### src/hw/rtl/codf_pkg.sv
// ----------------------------------------------------------------------------
// codf_pkg
// shared types, constants and helpers of the clock offset delay filter
// ----------------------------------------------------------------------------
package codf_pkg;

    localparam int unsigned TRIP_W     = 16;
    localparam int unsigned TIME_W     = 31;
    localparam int unsigned OFS_W      = 32;
    localparam int unsigned SCNT_W     = 5;
    // count as seen by the divide-by-five helper, enough for the largest store
    localparam int unsigned CNT_EXT_W  = 7;
    // number of entries averaged, at most a fifth of the largest store
    localparam int unsigned NUM_W      = 4;
    // sum of up to fifteen round trips
    localparam int unsigned SUM_W      = 20;
    localparam int unsigned DIV_CNT_W  = 5;

    localparam logic [TRIP_W-1:0] MAX_TRIP_RST = 16'd1000;

    typedef struct packed {
        logic [TIME_W-1:0] server_time_ms;
        logic [TRIP_W-1:0] round_trip_ms;
        logic [TIME_W-1:0] local_time_ms;
    } rdg_t;

    typedef struct packed {
        logic signed [OFS_W-1:0] offset_ms;
        logic                    accepted;
        logic [TRIP_W-1:0]       estimate_ms;
        logic [SCNT_W-1:0]       stored_count;
    } res_t;

    typedef enum logic [3:0] {
        ST_IDLE,
        ST_START,
        ST_TOP_RD,
        ST_TOP_CMP,
        ST_SHIFT_RD,
        ST_SHIFT,
        ST_PLACE0,
        ST_EST_SEL,
        ST_MIN_RD,
        ST_MIN_WAIT,
        ST_SUM_RD,
        ST_SUM_ACC,
        ST_DIV_GO,
        ST_DIV_WAIT,
        ST_OFFS,
        ST_OUT
    } state_t;

    // floor(c / 5) by reciprocal, exact for c below 80
    function automatic logic [NUM_W-1:0] div5(input logic [CNT_EXT_W-1:0] c);
        logic [14:0] prod;
        prod = 15'(c) * 15'd205;
        return prod[13:10];
    endfunction

endpackage

### src/hw/rtl/clock_offset_delay_filter_core.sv
// ----------------------------------------------------------------------------
// clock_offset_delay_filter_core
// clock offset filter driven by the smallest measured round trips
// ----------------------------------------------------------------------------
// usage: one time reading enters on req_* (valid/stall); req_stall is high
// while a reading is being worked on. each reading gives exactly one result
// item on rsp_* (valid/stall), held stable while rsp_stall is high; the next
// reading is taken while an earlier result still waits.
// cfg_* writes the round trip limit; cfg_ready is always high, write only
// while idle.
// a rejected reading goes straight to its result item. an accepted one is
// checked, then inserted in sorted order: placed directly into an empty store,
// walked in from the top of a partly filled one, and into a full store only
// when smaller than its largest entry, which it overwrites; then the minimum
// is read, or the mean of the smallest fifth is summed and divided, and the
// offset is computed before the output.
// the next reading can be taken in the cycle after the result is registered; a
// stalled result holds the following reading in its output state. the insert
// walk over the ram and the bit serial divider set how long a reading is worked on.
// reset clears the count, offset and output valid and sets the limit to
// 1000; the store itself is not cleared, unfilled entries are never used.
// ----------------------------------------------------------------------------
module clock_offset_delay_filter_core #(
    parameter int unsigned KEEP_COUNT = 16
) (
    input  logic                               clk,
    input  logic                               rst_n,
    input  logic                               req_valid,
    output logic                               req_stall,
    input  codf_pkg::rdg_t                     req_data,
    output logic                               rsp_valid,
    input  logic                               rsp_stall,
    output codf_pkg::res_t                     rsp_data,
    input  logic                               cfg_valid,
    output logic                               cfg_ready,
    input  logic [codf_pkg::TRIP_W-1:0]        cfg_data
);

    localparam int unsigned AW   = $clog2(KEEP_COUNT);
    localparam int unsigned CW   = $clog2(KEEP_COUNT + 1);
    localparam int unsigned HALF = KEEP_COUNT / 2;

    codf_pkg::state_t                 state_reg, state_next;
    logic [codf_pkg::TRIP_W-1:0]      max_reg, max_next;
    logic [CW-1:0]                    count_reg, count_next;
    logic signed [codf_pkg::OFS_W-1:0] offset_reg, offset_next;
    logic                             rsp_valid_reg, rsp_valid_next;
    codf_pkg::res_t                   rsp_reg, rsp_next;

    codf_pkg::rdg_t                   rdg_reg, rdg_next;
    logic                             ok_reg, ok_next;
    logic [AW-1:0]                    j_reg, j_next;
    logic [AW-1:0]                    k_reg, k_next;
    logic [codf_pkg::SUM_W-1:0]       sum_reg, sum_next;
    logic [codf_pkg::NUM_W-1:0]       n_reg, n_next;
    logic [codf_pkg::TRIP_W-1:0]      est_reg, est_next;

    logic                             ram_we;
    logic [AW-1:0]                    ram_waddr;
    logic [codf_pkg::TRIP_W-1:0]      ram_wdata;
    logic [AW-1:0]                    ram_raddr;
    logic [codf_pkg::TRIP_W-1:0]      ram_rdata;
    logic                             div_start;
    logic                             div_done;
    logic [codf_pkg::SUM_W-1:0]       div_quo;

    logic                             req_take;
    logic                             rsp_free;
    logic [AW-1:0]                    j_up;
    logic [CW-1:0]                    count_dec;
    logic [CW+codf_pkg::CNT_EXT_W-1:0] cnt_ext;
    logic [codf_pkg::NUM_W-1:0]       n_calc;
    logic [AW+4:0]                    k_inc;
    logic signed [codf_pkg::OFS_W+1:0] diff;
    logic signed [codf_pkg::OFS_W-1:0] diff_sat;

    codf_ram #(
        .WIDTH (codf_pkg::TRIP_W),
        .DEPTH (KEEP_COUNT)
    ) u_store (
        .clk   (clk),
        .we    (ram_we),
        .waddr (ram_waddr),
        .wdata (ram_wdata),
        .raddr (ram_raddr),
        .rdata (ram_rdata)
    );

    codf_div u_div (
        .clk      (clk),
        .rst_n    (rst_n),
        .start    (div_start),
        .dividend (sum_reg),
        .divisor  (n_reg),
        .done     (div_done),
        .quotient (div_quo)
    );

    assign req_take  = req_valid && !req_stall;
    assign rsp_free  = !rsp_valid_reg || !rsp_stall;
    assign j_up      = j_reg + AW'(1);
    assign count_dec = count_reg - CW'(1);
    assign cnt_ext   = {{codf_pkg::CNT_EXT_W{1'b0}}, count_reg};
    assign n_calc    = codf_pkg::div5(cnt_ext[codf_pkg::CNT_EXT_W-1:0]);
    assign k_inc     = (AW+5)'(k_reg) + (AW+5)'(1);

    always_comb
    begin
        diff = $signed({3'b000, rdg_reg.local_time_ms})
             - $signed({3'b000, rdg_reg.server_time_ms})
             - $signed({18'd0, est_reg});
        if (diff[codf_pkg::OFS_W+1:codf_pkg::OFS_W-1] == 3'b000 ||
            diff[codf_pkg::OFS_W+1:codf_pkg::OFS_W-1] == 3'b111)
        begin
            diff_sat = diff[codf_pkg::OFS_W-1:0];
        end
        else if (diff[codf_pkg::OFS_W+1])
        begin
            diff_sat = {1'b1, {(codf_pkg::OFS_W-1){1'b0}}};
        end
        else
        begin
            diff_sat = {1'b0, {(codf_pkg::OFS_W-1){1'b1}}};
        end
    end

    always_ff @(posedge clk or negedge rst_n)
    begin
        if (!rst_n)
        begin
            state_reg     <= codf_pkg::ST_IDLE;
            max_reg       <= codf_pkg::MAX_TRIP_RST;
            count_reg     <= '0;
            offset_reg    <= '0;
            rsp_valid_reg <= 1'b0;
        end
        else
        begin
            state_reg     <= state_next;
            max_reg       <= max_next;
            count_reg     <= count_next;
            offset_reg    <= offset_next;
            rsp_valid_reg <= rsp_valid_next;
        end
    end

    always_ff @(posedge clk)
    begin
        rsp_reg <= rsp_next;
        rdg_reg <= rdg_next;
        ok_reg  <= ok_next;
        j_reg   <= j_next;
        k_reg   <= k_next;
        sum_reg <= sum_next;
        n_reg   <= n_next;
        est_reg <= est_next;
    end

    // next state
    always_comb
    begin
        state_next = state_reg;
        unique case (state_reg)
            codf_pkg::ST_IDLE:
            begin
                if (req_take)
                begin
                    state_next = codf_pkg::ST_START;
                end
            end
            codf_pkg::ST_START:
            begin
                if (rdg_reg.round_trip_ms > max_reg)
                begin
                    state_next = codf_pkg::ST_OUT;
                end
                else if (count_reg == CW'(KEEP_COUNT))
                begin
                    state_next = codf_pkg::ST_TOP_RD;
                end
                else if (count_reg == '0)
                begin
                    state_next = codf_pkg::ST_PLACE0;
                end
                else
                begin
                    state_next = codf_pkg::ST_SHIFT_RD;
                end
            end
            codf_pkg::ST_TOP_RD:
            begin
                state_next = codf_pkg::ST_TOP_CMP;
            end
            codf_pkg::ST_TOP_CMP:
            begin
                if (rdg_reg.round_trip_ms >= ram_rdata)
                begin
                    state_next = codf_pkg::ST_EST_SEL;
                end
                else
                begin
                    state_next = codf_pkg::ST_SHIFT_RD;
                end
            end
            codf_pkg::ST_SHIFT_RD:
            begin
                state_next = codf_pkg::ST_SHIFT;
            end
            codf_pkg::ST_SHIFT:
            begin
                if (ram_rdata <= rdg_reg.round_trip_ms)
                begin
                    state_next = codf_pkg::ST_EST_SEL;
                end
                else if (j_reg == '0)
                begin
                    state_next = codf_pkg::ST_PLACE0;
                end
            end
            codf_pkg::ST_PLACE0:
            begin
                state_next = codf_pkg::ST_EST_SEL;
            end
            codf_pkg::ST_EST_SEL:
            begin
                if (count_reg < CW'(HALF) || n_calc == '0)
                begin
                    state_next = codf_pkg::ST_MIN_RD;
                end
                else
                begin
                    state_next = codf_pkg::ST_SUM_RD;
                end
            end
            codf_pkg::ST_MIN_RD:
            begin
                state_next = codf_pkg::ST_MIN_WAIT;
            end
            codf_pkg::ST_MIN_WAIT:
            begin
                state_next = codf_pkg::ST_OFFS;
            end
            codf_pkg::ST_SUM_RD:
            begin
                state_next = codf_pkg::ST_SUM_ACC;
            end
            codf_pkg::ST_SUM_ACC:
            begin
                if (k_inc == (AW+5)'(n_reg))
                begin
                    state_next = codf_pkg::ST_DIV_GO;
                end
                else
                begin
                    state_next = codf_pkg::ST_SUM_RD;
                end
            end
            codf_pkg::ST_DIV_GO:
            begin
                state_next = codf_pkg::ST_DIV_WAIT;
            end
            codf_pkg::ST_DIV_WAIT:
            begin
                if (div_done)
                begin
                    state_next = codf_pkg::ST_OFFS;
                end
            end
            codf_pkg::ST_OFFS:
            begin
                state_next = codf_pkg::ST_OUT;
            end
            codf_pkg::ST_OUT:
            begin
                if (rsp_free)
                begin
                    state_next = codf_pkg::ST_IDLE;
                end
            end
            default:
            begin
                state_next = codf_pkg::ST_IDLE;
            end
        endcase
    end

    // outputs and datapath
    always_comb
    begin
        req_stall      = (state_reg != codf_pkg::ST_IDLE);
        ram_we         = 1'b0;
        ram_waddr      = j_up;
        ram_wdata      = rdg_reg.round_trip_ms;
        ram_raddr      = j_reg;
        div_start      = 1'b0;
        max_next       = max_reg;
        count_next     = count_reg;
        offset_next    = offset_reg;
        rsp_valid_next = rsp_valid_reg && rsp_stall;
        rsp_next       = rsp_reg;
        rdg_next       = rdg_reg;
        ok_next        = ok_reg;
        j_next         = j_reg;
        k_next         = k_reg;
        sum_next       = sum_reg;
        n_next         = n_reg;
        est_next       = est_reg;

        if (cfg_valid && cfg_ready)
        begin
            max_next = cfg_data;
        end

        unique case (state_reg)
            codf_pkg::ST_IDLE:
            begin
                if (req_take)
                begin
                    rdg_next = req_data;
                end
            end
            codf_pkg::ST_START:
            begin
                ok_next  = (rdg_reg.round_trip_ms <= max_reg);
                est_next = '0;
                j_next   = count_dec[AW-1:0];
            end
            codf_pkg::ST_TOP_RD:
            begin
                ram_raddr = AW'(KEEP_COUNT - 1);
            end
            codf_pkg::ST_TOP_CMP:
            begin
                if (rdg_reg.round_trip_ms < ram_rdata)
                begin
                    // largest entry is overwritten by the walk
                    count_next = CW'(KEEP_COUNT - 1);
                    j_next     = AW'(KEEP_COUNT - 2);
                end
            end
            codf_pkg::ST_SHIFT_RD:
            begin
                ram_raddr = j_reg;
            end
            codf_pkg::ST_SHIFT:
            begin
                ram_we    = 1'b1;
                ram_waddr = j_up;
                ram_raddr = j_reg - AW'(1);
                if (ram_rdata <= rdg_reg.round_trip_ms)
                begin
                    ram_wdata  = rdg_reg.round_trip_ms;
                    count_next = count_reg + CW'(1);
                end
                else
                begin
                    ram_wdata = ram_rdata;
                    j_next    = j_reg - AW'(1);
                end
            end
            codf_pkg::ST_PLACE0:
            begin
                ram_we     = 1'b1;
                ram_waddr  = '0;
                ram_wdata  = rdg_reg.round_trip_ms;
                count_next = count_reg + CW'(1);
            end
            codf_pkg::ST_EST_SEL:
            begin
                n_next   = n_calc;
                k_next   = '0;
                sum_next = '0;
            end
            codf_pkg::ST_MIN_RD:
            begin
                ram_raddr = '0;
            end
            codf_pkg::ST_MIN_WAIT:
            begin
                est_next = ram_rdata;
            end
            codf_pkg::ST_SUM_RD:
            begin
                ram_raddr = k_reg;
            end
            codf_pkg::ST_SUM_ACC:
            begin
                sum_next = sum_reg + codf_pkg::SUM_W'(ram_rdata);
                k_next   = k_reg + AW'(1);
            end
            codf_pkg::ST_DIV_GO:
            begin
                div_start = 1'b1;
            end
            codf_pkg::ST_DIV_WAIT:
            begin
                if (div_done)
                begin
                    est_next = div_quo[codf_pkg::TRIP_W-1:0];
                end
            end
            codf_pkg::ST_OFFS:
            begin
                offset_next = diff_sat;
            end
            codf_pkg::ST_OUT:
            begin
                if (rsp_free)
                begin
                    rsp_valid_next        = 1'b1;
                    rsp_next.offset_ms    = offset_reg;
                    rsp_next.accepted     = ok_reg;
                    rsp_next.estimate_ms  = est_reg;
                    rsp_next.stored_count = cnt_ext[codf_pkg::SCNT_W-1:0];
                end
            end
            default:
            begin
                req_stall = 1'b1;
            end
        endcase
    end

    assign cfg_ready = 1'b1;
    assign rsp_valid = rsp_valid_reg;
    assign rsp_data  = rsp_reg;

    // checks

    a_count_bound: assert property (@(posedge clk) disable iff (!rst_n)
        count_reg <= CW'(KEEP_COUNT))
        else $error("store count beyond capacity");

    a_rsp_from_out: assert property (@(posedge clk) disable iff (!rst_n)
        $rose(rsp_valid_reg) |-> $past(state_reg == codf_pkg::ST_OUT))
        else $error("result item raised outside output state");

    a_reject_est: assert property (@(posedge clk) disable iff (!rst_n)
        rsp_valid_reg && !rsp_reg.accepted |-> rsp_reg.estimate_ms == '0)
        else $error("rejected item carries an estimate");

    a_div_done: assert property (@(posedge clk) disable iff (!rst_n)
        div_done |-> state_reg == codf_pkg::ST_DIV_WAIT)
        else $error("divider finished outside its wait state");

endmodule

### src/hw/rtl/codf_ram.sv
// ----------------------------------------------------------------------------
// codf_ram
// generic single write port, single read port ram with registered read
// ----------------------------------------------------------------------------
module codf_ram #(
    parameter int unsigned WIDTH = 16,
    parameter int unsigned DEPTH = 16
) (
    input  logic                     clk,
    input  logic                     we,
    input  logic [$clog2(DEPTH)-1:0] waddr,
    input  logic [WIDTH-1:0]         wdata,
    input  logic [$clog2(DEPTH)-1:0] raddr,
    output logic [WIDTH-1:0]         rdata
);

    logic [WIDTH-1:0] mem [DEPTH];

    always_ff @(posedge clk)
    begin
        if (we)
        begin
            mem[waddr] <= wdata;
        end
        rdata <= mem[raddr];
    end

endmodule

### src/hw/rtl/codf_div.sv
// ----------------------------------------------------------------------------
// codf_div
// restoring divider, one quotient bit per cycle
// ----------------------------------------------------------------------------
module codf_div (
    input  logic                        clk,
    input  logic                        rst_n,
    input  logic                        start,
    input  logic [codf_pkg::SUM_W-1:0]  dividend,
    input  logic [codf_pkg::NUM_W-1:0]  divisor,
    output logic                        done,
    output logic [codf_pkg::SUM_W-1:0]  quotient
);

    logic                               busy_reg, busy_next;
    logic                               done_reg, done_next;
    logic [codf_pkg::DIV_CNT_W-1:0]     cnt_reg, cnt_next;
    logic [codf_pkg::SUM_W-1:0]         quo_reg, quo_next;
    logic [codf_pkg::NUM_W-1:0]         rem_reg, rem_next;
    logic [codf_pkg::NUM_W-1:0]         dsr_reg, dsr_next;
    logic [codf_pkg::NUM_W:0]           rem_sh;
    logic [codf_pkg::NUM_W:0]           rem_sub;

    always_ff @(posedge clk or negedge rst_n)
    begin
        if (!rst_n)
        begin
            busy_reg <= 1'b0;
            done_reg <= 1'b0;
        end
        else
        begin
            busy_reg <= busy_next;
            done_reg <= done_next;
        end
    end

    always_ff @(posedge clk)
    begin
        cnt_reg <= cnt_next;
        quo_reg <= quo_next;
        rem_reg <= rem_next;
        dsr_reg <= dsr_next;
    end

    always_comb
    begin
        rem_sh    = {rem_reg, quo_reg[codf_pkg::SUM_W-1]};
        rem_sub   = rem_sh - {1'b0, dsr_reg};
        busy_next = busy_reg;
        done_next = 1'b0;
        cnt_next  = cnt_reg;
        quo_next  = quo_reg;
        rem_next  = rem_reg;
        dsr_next  = dsr_reg;
        if (start)
        begin
            busy_next = 1'b1;
            cnt_next  = '0;
            quo_next  = dividend;
            rem_next  = '0;
            dsr_next  = divisor;
        end
        else if (busy_reg)
        begin
            // dividend bits shift out at the top while quotient bits enter below
            if (rem_sh >= {1'b0, dsr_reg})
            begin
                rem_next = rem_sub[codf_pkg::NUM_W-1:0];
                quo_next = {quo_reg[codf_pkg::SUM_W-2:0], 1'b1};
            end
            else
            begin
                rem_next = rem_sh[codf_pkg::NUM_W-1:0];
                quo_next = {quo_reg[codf_pkg::SUM_W-2:0], 1'b0};
            end
            cnt_next = cnt_reg + 1'b1;
            if (cnt_reg == codf_pkg::DIV_CNT_W'(codf_pkg::SUM_W - 1))
            begin
                busy_next = 1'b0;
                done_next = 1'b1;
            end
        end
    end

    assign done     = done_reg;
    assign quotient = quo_reg;

endmodule
### config.mk
export PLATFORM = sky130hd
export DESIGN_NAME = clock_offset_delay_filter_core
export DESIGN_NICKNAME = d
export VERILOG_FILES = /design/src/hw/rtl/codf_pkg.sv /design/src/hw/rtl/clock_offset_delay_filter_core.sv /design/src/hw/rtl/codf_ram.sv /design/src/hw/rtl/codf_div.sv
export SDC_FILE = /design/constraint.sdc
export NUM_CORES = 1
export LEC_CHECK = 0
export BUFFER_PORTS_ARGS = -buffer_cell sky130_fd_sc_hd__buf_2
export CAP_MARGIN = 40
export CELL_PAD_IN_SITES_DETAIL_PLACEMENT = 1
export CELL_PAD_IN_SITES_GLOBAL_PLACEMENT = 1
export CORE_UTILIZATION = 50
export DETAILED_ROUTE_END_ITERATION = 8
export GPL_ROUTABILITY_DRIVEN = 0
export PLACE_DENSITY = 0.9
export SLEW_MARGIN = 20
export SYNTH_ARGS = -nofsm -noshare
export SYNTH_HDL_FRONTEND = slang
export SYNTH_SLANG_ARGS = --single-unit
### constraint.sdc
create_clock -name clk -period 7.3 [get_ports clk]
set_input_delay 0.365 -clock clk [delete_from_list [all_inputs] [get_ports clk]]
set_output_delay 0.365 -clock clk [all_outputs]
set_load 0.01 [all_outputs]
==> results of run 1 <==
==> through the flow <==
step	cell area (um2)	setup WS [ns]	power (W)
finish	30800	1.59	0.0128
global route	30800	1.47	0.0131
CTS	30700	1.93	0.0123
detailed placement	27800	2.09	0.00893
global placement	27700	2.20	0.00841
floorplan	26100	2.02	0.00747
==> layer usage <==
metal / GRT usage (%) / vias to the layer above
li1: - / 8293
met1: 41.2 / 10200
met2: 59.2 / 1627
met3: 7.71 / 527
met4: 24.4 / 0
met5: 0 / -
==> where the power goes <==
part	switching [W]	internal, W
Combinational	0.00312	0.00185
Sequential	0.000559	0.00405
Clock	0.00141	0.00178
Total	0.00508	0.00767
==> repair_timing <==
item | in CTS | in global routing
endpoints found under the setup margin | 0 | 0
hold buffers | 93 | 0
endpoints found under the hold margin | 146 | 0
==> area by class of cell <==
cell class / instances / share of cell area (%)
antenna: 1 / 0.00813
clock buffer: 65 / 4.77
clock inverter: 41 / 1.70
inverter: 118 / 1.44
multi-input combinational: 1333 / 30.9
sequential: 544 / 51.3
tap: 680 / 2.76
timing repair buffer: 300 / 7.05
==> critical path: cells and delay by family, from the launching register on <==
| family | cells | cell delay, ns |
|---|---|---|
| AOI/OAI and AO/OA | 8 | 1.97 |
| xor gates and xnor gates | 1 | 0.20 |
| adders and majority gates | 2 | 0.71 |
| buffers and inverters | 2 | 0.50 |
| DFF | 1 | 0.40 |
| and+or+nand+nor | 8 | 1.81 |
==> cells in the final DEF, fill, tap and decap left out, types with 25 or more instances in the layout <==
master	instances
dfxtp_1	25
o21ai_0	110
nand2_1	143
dlygate4sd3_1	93
xor2_1	30
o21a_1	27
mux2_2	85
dfrtp_1	54
a211oi_1	64
nand3_1	28
mux2i_1	76
buf_4	47
a21oi_1	109
nor2_1	172
clkbuf_16	57
a21o_1	26
nor3_1	29
ha_1	132
edfxtp_1	459
buf_2	154
xnor2_1	47
inv_1	118
o22ai_1	26
==> how the worst max path moves through the flow <==
stage / endpoint / slack, ns / depth (start not counted)
2_1_floorplan: rsp_data[0]$_DFFE_PP_ / 2.02 / 3
3_3_place_gp: offset_reg[0]$_DFFE_PN0P_ / 2.20 / 19
3_5_place_dp: offset_reg[28]$_DFFE_PN0P_ / 2.09 / 20
4_1_cts: offset_reg[23]$_DFFE_PN0P_ / 1.93 / 21
5_1_grt: offset_reg[20]$_DFFE_PN0P_ / 1.47 / 21
6_report: offset_reg[20]$_DFFE_PN0P_ / 1.59 / 21
==> logic make-up (layout without fill, tap and decap cells) <==
kind of cell	Yosys count	in the layout	synth area share [%]
AOI/OAI and AO/OA	457	457	11.3
xor gates and xnor gates	77	77	2.58
adders and majority gates	138	138	6.79
buffers and inverters	202	524	3.32
DFF	544	544	60.5
muxes	161	161	6.58
other	1	2	0.0144
and+or+nand+nor	499	499	8.85
==> qor.json, run 1 <==
{
  "status": {
    "run_status": "complete, no violations"
  },
  "synthesis": {
    "synthDistinctLibCells": 86,
    "syn-instance-count": 2079,
    "number_of_synthesized_flops_with_an_enable_pin": 459,
    "synth-seq-area-share_pct": 60.5,
    "async_flop_share_pct": 11.0,
    "leading_post_synthesis_cells_by_cell_area": "edfxtp_1, ha_1, dfrtp_1, mux2_2, mux2i_1",
    "dominantRegCellSynth": "edfxtp_1",
    "synthMostInstantiatedCell": "edfxtp_1",
    "synth_common_cells": "edfxtp_1, nor2_1, nand2_1",
    "post_synth_instance_area_um2": 26100,
    "synth_seq_cells": 544,
    "synth.top_cell.area_share_pct": 52.8,
    "synthDominantAreaCellType": "edfxtp_1",
    "syn_avg_cell_area_um2": 12.6,
    "synth_nets": 2316,
    "yosys_warnings": 0
  },
  "cts": {
    "post-cts-setup-buffers": 0,
    "clock_sink_count": 544,
    "path_clk_slew_ns": 0.07,
    "tritoncts.num_buffers": 56,
    "ctsResizeCount": 0,
    "insertion_delay_ns": 0.69,
    "clock_path_buffers": 3,
    "cts_root_buf": "clkbuf_16",
    "htreeDepth": 2,
    "clock_tree_from_tritoncts": "built"
  },
  "layout": {
    "filler_cell_count": 5037,
    "area.growth.synth_to_final_pct": 17.9,
    "finish.net_count": 2590,
    "finish.utilization_pct": 59.9,
    "number_of_flip_flops_in_the_largest_register": 256,
    "seq_area_um2": 15800,
    "layout-drive-gt1-share_pct": 17.8,
    "multi_input_area_um2": 9520,
    "post_layout_nonfiller_instances": 3082
  },
  "global_route": {
    "global_route.usage.total_pct": 35.6,
    "number_of_antenna_violations_at_the_first_check_in_global_routing": 1,
    "grt_pass1_wl_um": 141000,
    "grt_pass1_vias": 22100,
    "grt-ovfl-total": 0,
    "grt_max_degree": 129
  },
  "route": {
    "routed_wl_um": 95600,
    "initialDrtViolationCount": 2721,
    "wire_per_inst_um": 31.0,
    "drt_drc_violations_left": 0,
    "detailroute.wirelength.met3_um": 8730,
    "1st_pass_router_iterations": 8,
    "route.layer.met1.wl_um": 33500,
    "highest_layer": "met4",
    "met2_length_um": 45900,
    "drt-vias-per-instance": 6.69,
    "vias": 20600,
    "final_antenna_net_count": 0
  },
  "setup_path": {
    "worstPathMaxFanout": 29,
    "endpoint_kind_of_the_worst_setup_timing_path": "flop",
    "critical_path_class": "flop to flop",
    "timing.critical_path.from_type": "flop",
    "worst_r2r_path_cells": 21,
    "slowest_delay_ns": 0.52,
    "cp_data_required_time_ns": 7.80,
    "timing.critical_path.from": "rdg_reg[49]$_DFFE_PP_",
    "timing.critical_path.cells": "inv_1, ha_1, o21a_1, o31a_1, o221ai_2, a21o_1, o21ai_0, xor2_1, ha_1, nand2_1, nor2_1, and3_1, o211ai_1, and3_1, a211o_1, or3b_2, nand2b_4, nand3b_1, a211oi_2, buf_4, nor2_1",
    "r2r-start": "rdg_reg[49]$_DFFE_PP_",
    "worst_r2r_endpoint": "offset_reg[20]$_DFFE_PN0P_",
    "regToRegSetupSlack_ns": 1.59,
    "cp_slowest_cell": "or3b_2",
    "worst_ep_arrival_time_ns": 6.21
  },
  "die": {
    "die_width_um": 230,
    "floorplan.io_pins": 156,
    "design.die.area_um2": 53100,
    "floorplan.die.height_um": 230,
    "initial_utilization_pct": 50.8,
    "rows": 83,
    "fp.coreArea_um2": 51400
  },
  "timing": {
    "fin_clk_skew_ns": 0.0972,
    "setup_tns_ns": 0,
    "max_slew_margin_pct": 39.4,
    "timing_hold_violations_final": 0,
    "report.final.setup_viol": 0,
    "whs_ns": 0.0226,
    "post-route-period-util_pct": 78.3,
    "slew_viol_final": 0,
    "rsz0062_at_grt": "false",
    "final.min_clock_period_ns": 5.71,
    "tightestPinTransition_ns": 0.909,
    "achievable-frequency_mhz": 175
  },
  "worst_hold_path": {
    "hold_path_end": "rdg_reg[5]$_DFFE_PP_",
    "hold_start": "req_data[5]",
    "min_path_type": "primary input to flop",
    "hold_depth": 1
  },
  "placement": {
    "place.port_buffers": 154,
    "detailedPlacementHpwl_um": 51900,
    "dp.cells": 2878
  },
  "power_and_ir_drop": {
    "leakagePower_nw": 11.8,
    "max-vdd-ir-drop_mv": 0.441,
    "power-per-cell-area_nw_per_um2": 415
  },
  "run": {
    "max_cap_viol_count": 0
  }
}
Power figures use the tool's default switching activity.
==> run 2, diff against run 1 <==
clock period = 5.33 ns   (was 7.3 ns; I/O delays follow)
==> run 2 against run 1 <==
  * The run now ends with setup timing left
  * Core utilization increased by 0.32 points
  * Combinational power increased by 41%
  * Design area increased by 0.53%
  * Setup slack got worse by 1.8 ns
  * Cell count increased by 0.62%
  * Sequential power increased by 38%
  * Clock power increased by 37%
  * Critical endpoint is now offset_reg[25]$_DFFE_PN0P_
==> qor.json, run 2 (synthesis gave the netlist of run 1 again) <==
{
  "cts": {
    "htreeDepth": 2,
    "tritoncts.num_buffers": 56,
    "path_clk_slew_ns": 0.08,
    "cts_root_buf": "clkbuf_16",
    "insertion_delay_ns": 0.67,
    "clock_sink_count": 544,
    "clock_tree_from_tritoncts": "built",
    "clock_path_buffers": 3
  },
  "global_route": {
    "number_of_antenna_violations_at_the_first_check_in_global_routing": 3,
    "grt-ovfl-total": 0,
    "global_route.usage.total_pct": 35.5,
    "grt_pass1_vias": 21800,
    "grt_pass1_wl_um": 140000,
    "grt_max_degree": 72
  },
  "layout": {
    "finish.net_count": 2607,
    "post_layout_nonfiller_instances": 3101,
    "final_cell_mix": "edfxtp_1, nor2_1, buf_2",
    "layout-drive-gt1-share_pct": 18.4,
    "most_frequent_standard_cell_in_the_layout_excluding_fill_and_tap_cells": "edfxtp_1",
    "number_of_flip_flops_in_the_largest_register": 256,
    "finish.utilization_pct": 60.2,
    "area.growth.synth_to_final_pct": 18.6,
    "postLayoutCellArea_um2": 30900,
    "filler_cell_count": 5032
  },
  "die": {
    "fp.coreArea_um2": 51400,
    "die_width_um": 230,
    "design.die.area_um2": 53100,
    "initial_utilization_pct": 50.8,
    "floorplan.io_pins": 156,
    "rows": 83,
    "floorplan.die.height_um": 230
  },
  "timing": {
    "whs_ns": 0.00499,
    "achievable-frequency_mhz": 182,
    "slew_viol_final": 0,
    "timing_hold_violations_final": 0,
    "max_slew_margin_pct": 26.3,
    "report.final.setup_viol": 29,
    "fin_clk_skew_ns": 0.0634,
    "post-route-period-util_pct": 103,
    "final.min_clock_period_ns": 5.50,
    "post-route-worst-setup-slack_ns": -0.165,
    "tightestPinTransition_ns": 1.09
  },
  "setup_path": {
    "cp_data_required_time_ns": 5.79,
    "worstPathMaxFanout": 9,
    "timing.critical_path.from_type": "flop",
    "worst_r2r_endpoint": "offset_reg[25]$_DFFE_PN0P_",
    "worst_r2r_path_cells": 21,
    "r2r-start": "rdg_reg[47]$_DFFE_PP_",
    "critical_path_class": "flop to flop",
    "endpoint_kind_of_the_worst_setup_timing_path": "flop",
    "timing.critical_path.from": "rdg_reg[47]$_DFFE_PP_",
    "worst_ep_arrival_time_ns": 5.95,
    "crit_end": "offset_reg[25]$_DFFE_PN0P_",
    "regToRegSetupSlack_ns": -0.17
  },
  "power_and_ir_drop": {
    "net-switching-power_w": 0.00720,
    "power-per-cell-area_nw_per_um2": 573,
    "report.power.total_w": 0.0177,
    "int_pwr_w": 0.0105,
    "power_frac_comb_pct": 39.3,
    "max-vdd-ir-drop_mv": 0.385,
    "clockPowerShare_pct": 24.7,
    "leakagePower_nw": 11.9,
    "seq_power_share_pct": 36.0,
    "net_switching_share_of_the_total_power_pct": 40.6
  },
  "placement": {
    "placed_cell_area_um2": 27900,
    "dp.cells": 2885,
    "detailedPlacementHpwl_um": 51600,
    "place.port_buffers": 154
  },
  "route": {
    "drt-vias-per-instance": 6.81,
    "vias": 21100,
    "final_antenna_net_count": 0,
    "routed_wl_um": 102000,
    "initialDrtViolationCount": 2780,
    "1st_pass_router_iterations": 9,
    "wire_per_inst_um": 32.9,
    "drt_drc_violations_left": 0
  },
  "run": {
    "max_cap_viol_count": 0
  },
  "worst_hold_path": {
    "min_path_type": "primary input to flop",
    "hold_start": "req_valid"
  },
  "status": {
    "violations": "setup timing",
    "run_status": "complete, but fails checks"
  }
}
==> run 2: cell count changes in the layout (fill, tap and decap cells not counted), sizes merged <==
cell	before	now
buf	207	220
clkinvlp	6	3
dlygate4sd3	93	96
clkbuf	65	67
diode	1	3
inv	119	121
==> run 2: area by class of cell <==
cell class	instances	area, um2	area share [%]
clock buffers	66	1460	4.72
multi-input cells	1333	9570	30.9
diodes	3	7.51	0.0243
clock inverters	40	479	1.55
repair buffers	317	2330	7.54
well taps	680	851	2.75
flip-flops and latches	544	15800	51.0
inverters	118	443	1.43
==> run 2: worst min-delay path by stage <==
stage	depth (start not counted)	end
floorplan	0	count_reg[0]$_DFFE_PN0P_
global placement	0	rsp_data[48]$_DFFE_PP_
detailed placement	0	rsp_data[16]$_DFFE_PP_
CTS	3	max_reg[5]$_DFFE_PN1P_
global route	3	state_reg[0]$_DFFE_PN0P_
finish	3	state_reg[0]$_DFFE_PN0P_
==> run 2: critical path: stages, from the launching register on <==
cell,delay (ns)
edfxtp_1,0.43
ha_1,0.27
fa_1,0.44
nand2b_1,0.22
a21oi_2,0.29
o21ai_1,0.17
nand2b_1,0.11
a21oi_1,0.10
xnor2_1,0.16
ha_1,0.38
nand2_2,0.14
nor2_4,0.17
and3_1,0.16
o211ai_1,0.12
and3_1,0.19
a211o_1,0.26
or3b_2,0.53
nand2b_4,0.18
nand3b_1,0.25
a211oi_4,0.44
buf_6,0.21
a211oi_1,0.08
==> run 2: per-layer routing <==
metal,GRT usage (%),vias to the layer above,routed length [um]
li1,-,8306,-
met1,40.9,10400,35300
met2,59.8,1751,48400
met3,8.55,654,9710
met4,21.6,2,8640
met5,0,-,13
==> run 2: what timing repair did <==
| action | 4_1_cts | 5_1_grt |
|---|---|---|
| resized for setup | 0 | 17 |
| buffers inserted | 0 | 5 |
| endpoints found under the setup margin | 0 | 32 |
| endpoints found under the hold margin | 149 | 0 |
| hold buffers | 96 | 0 |
==> run 2: power by group through the flow <==
| stage | registers [W] | logic (W) | clock network (W) |
|---|---|---|---|
| finish | 0.00638 | 0.00697 | 0.00438 |
| global route | 0.00636 | 0.00729 | 0.00449 |
| CTS | 0.00623 | 0.00638 | 0.00423 |
| detailed placement | 0.00629 | 0.00598 | 0 |
| global placement | 0.00621 | 0.00536 | 0 |
| floorplan | 0.00596 | 0.00427 | 0 |
==> run 2: metrics by stage <==
stage                     TNS (ns)  setup slack [ns]
after floorplan                  0            0.0543
after global placement           0             0.176
after detailed placement         0             0.246
after CTS                        0            0.0717
after global routing         -5.32            -0.293
final                        -4.07            -0.165
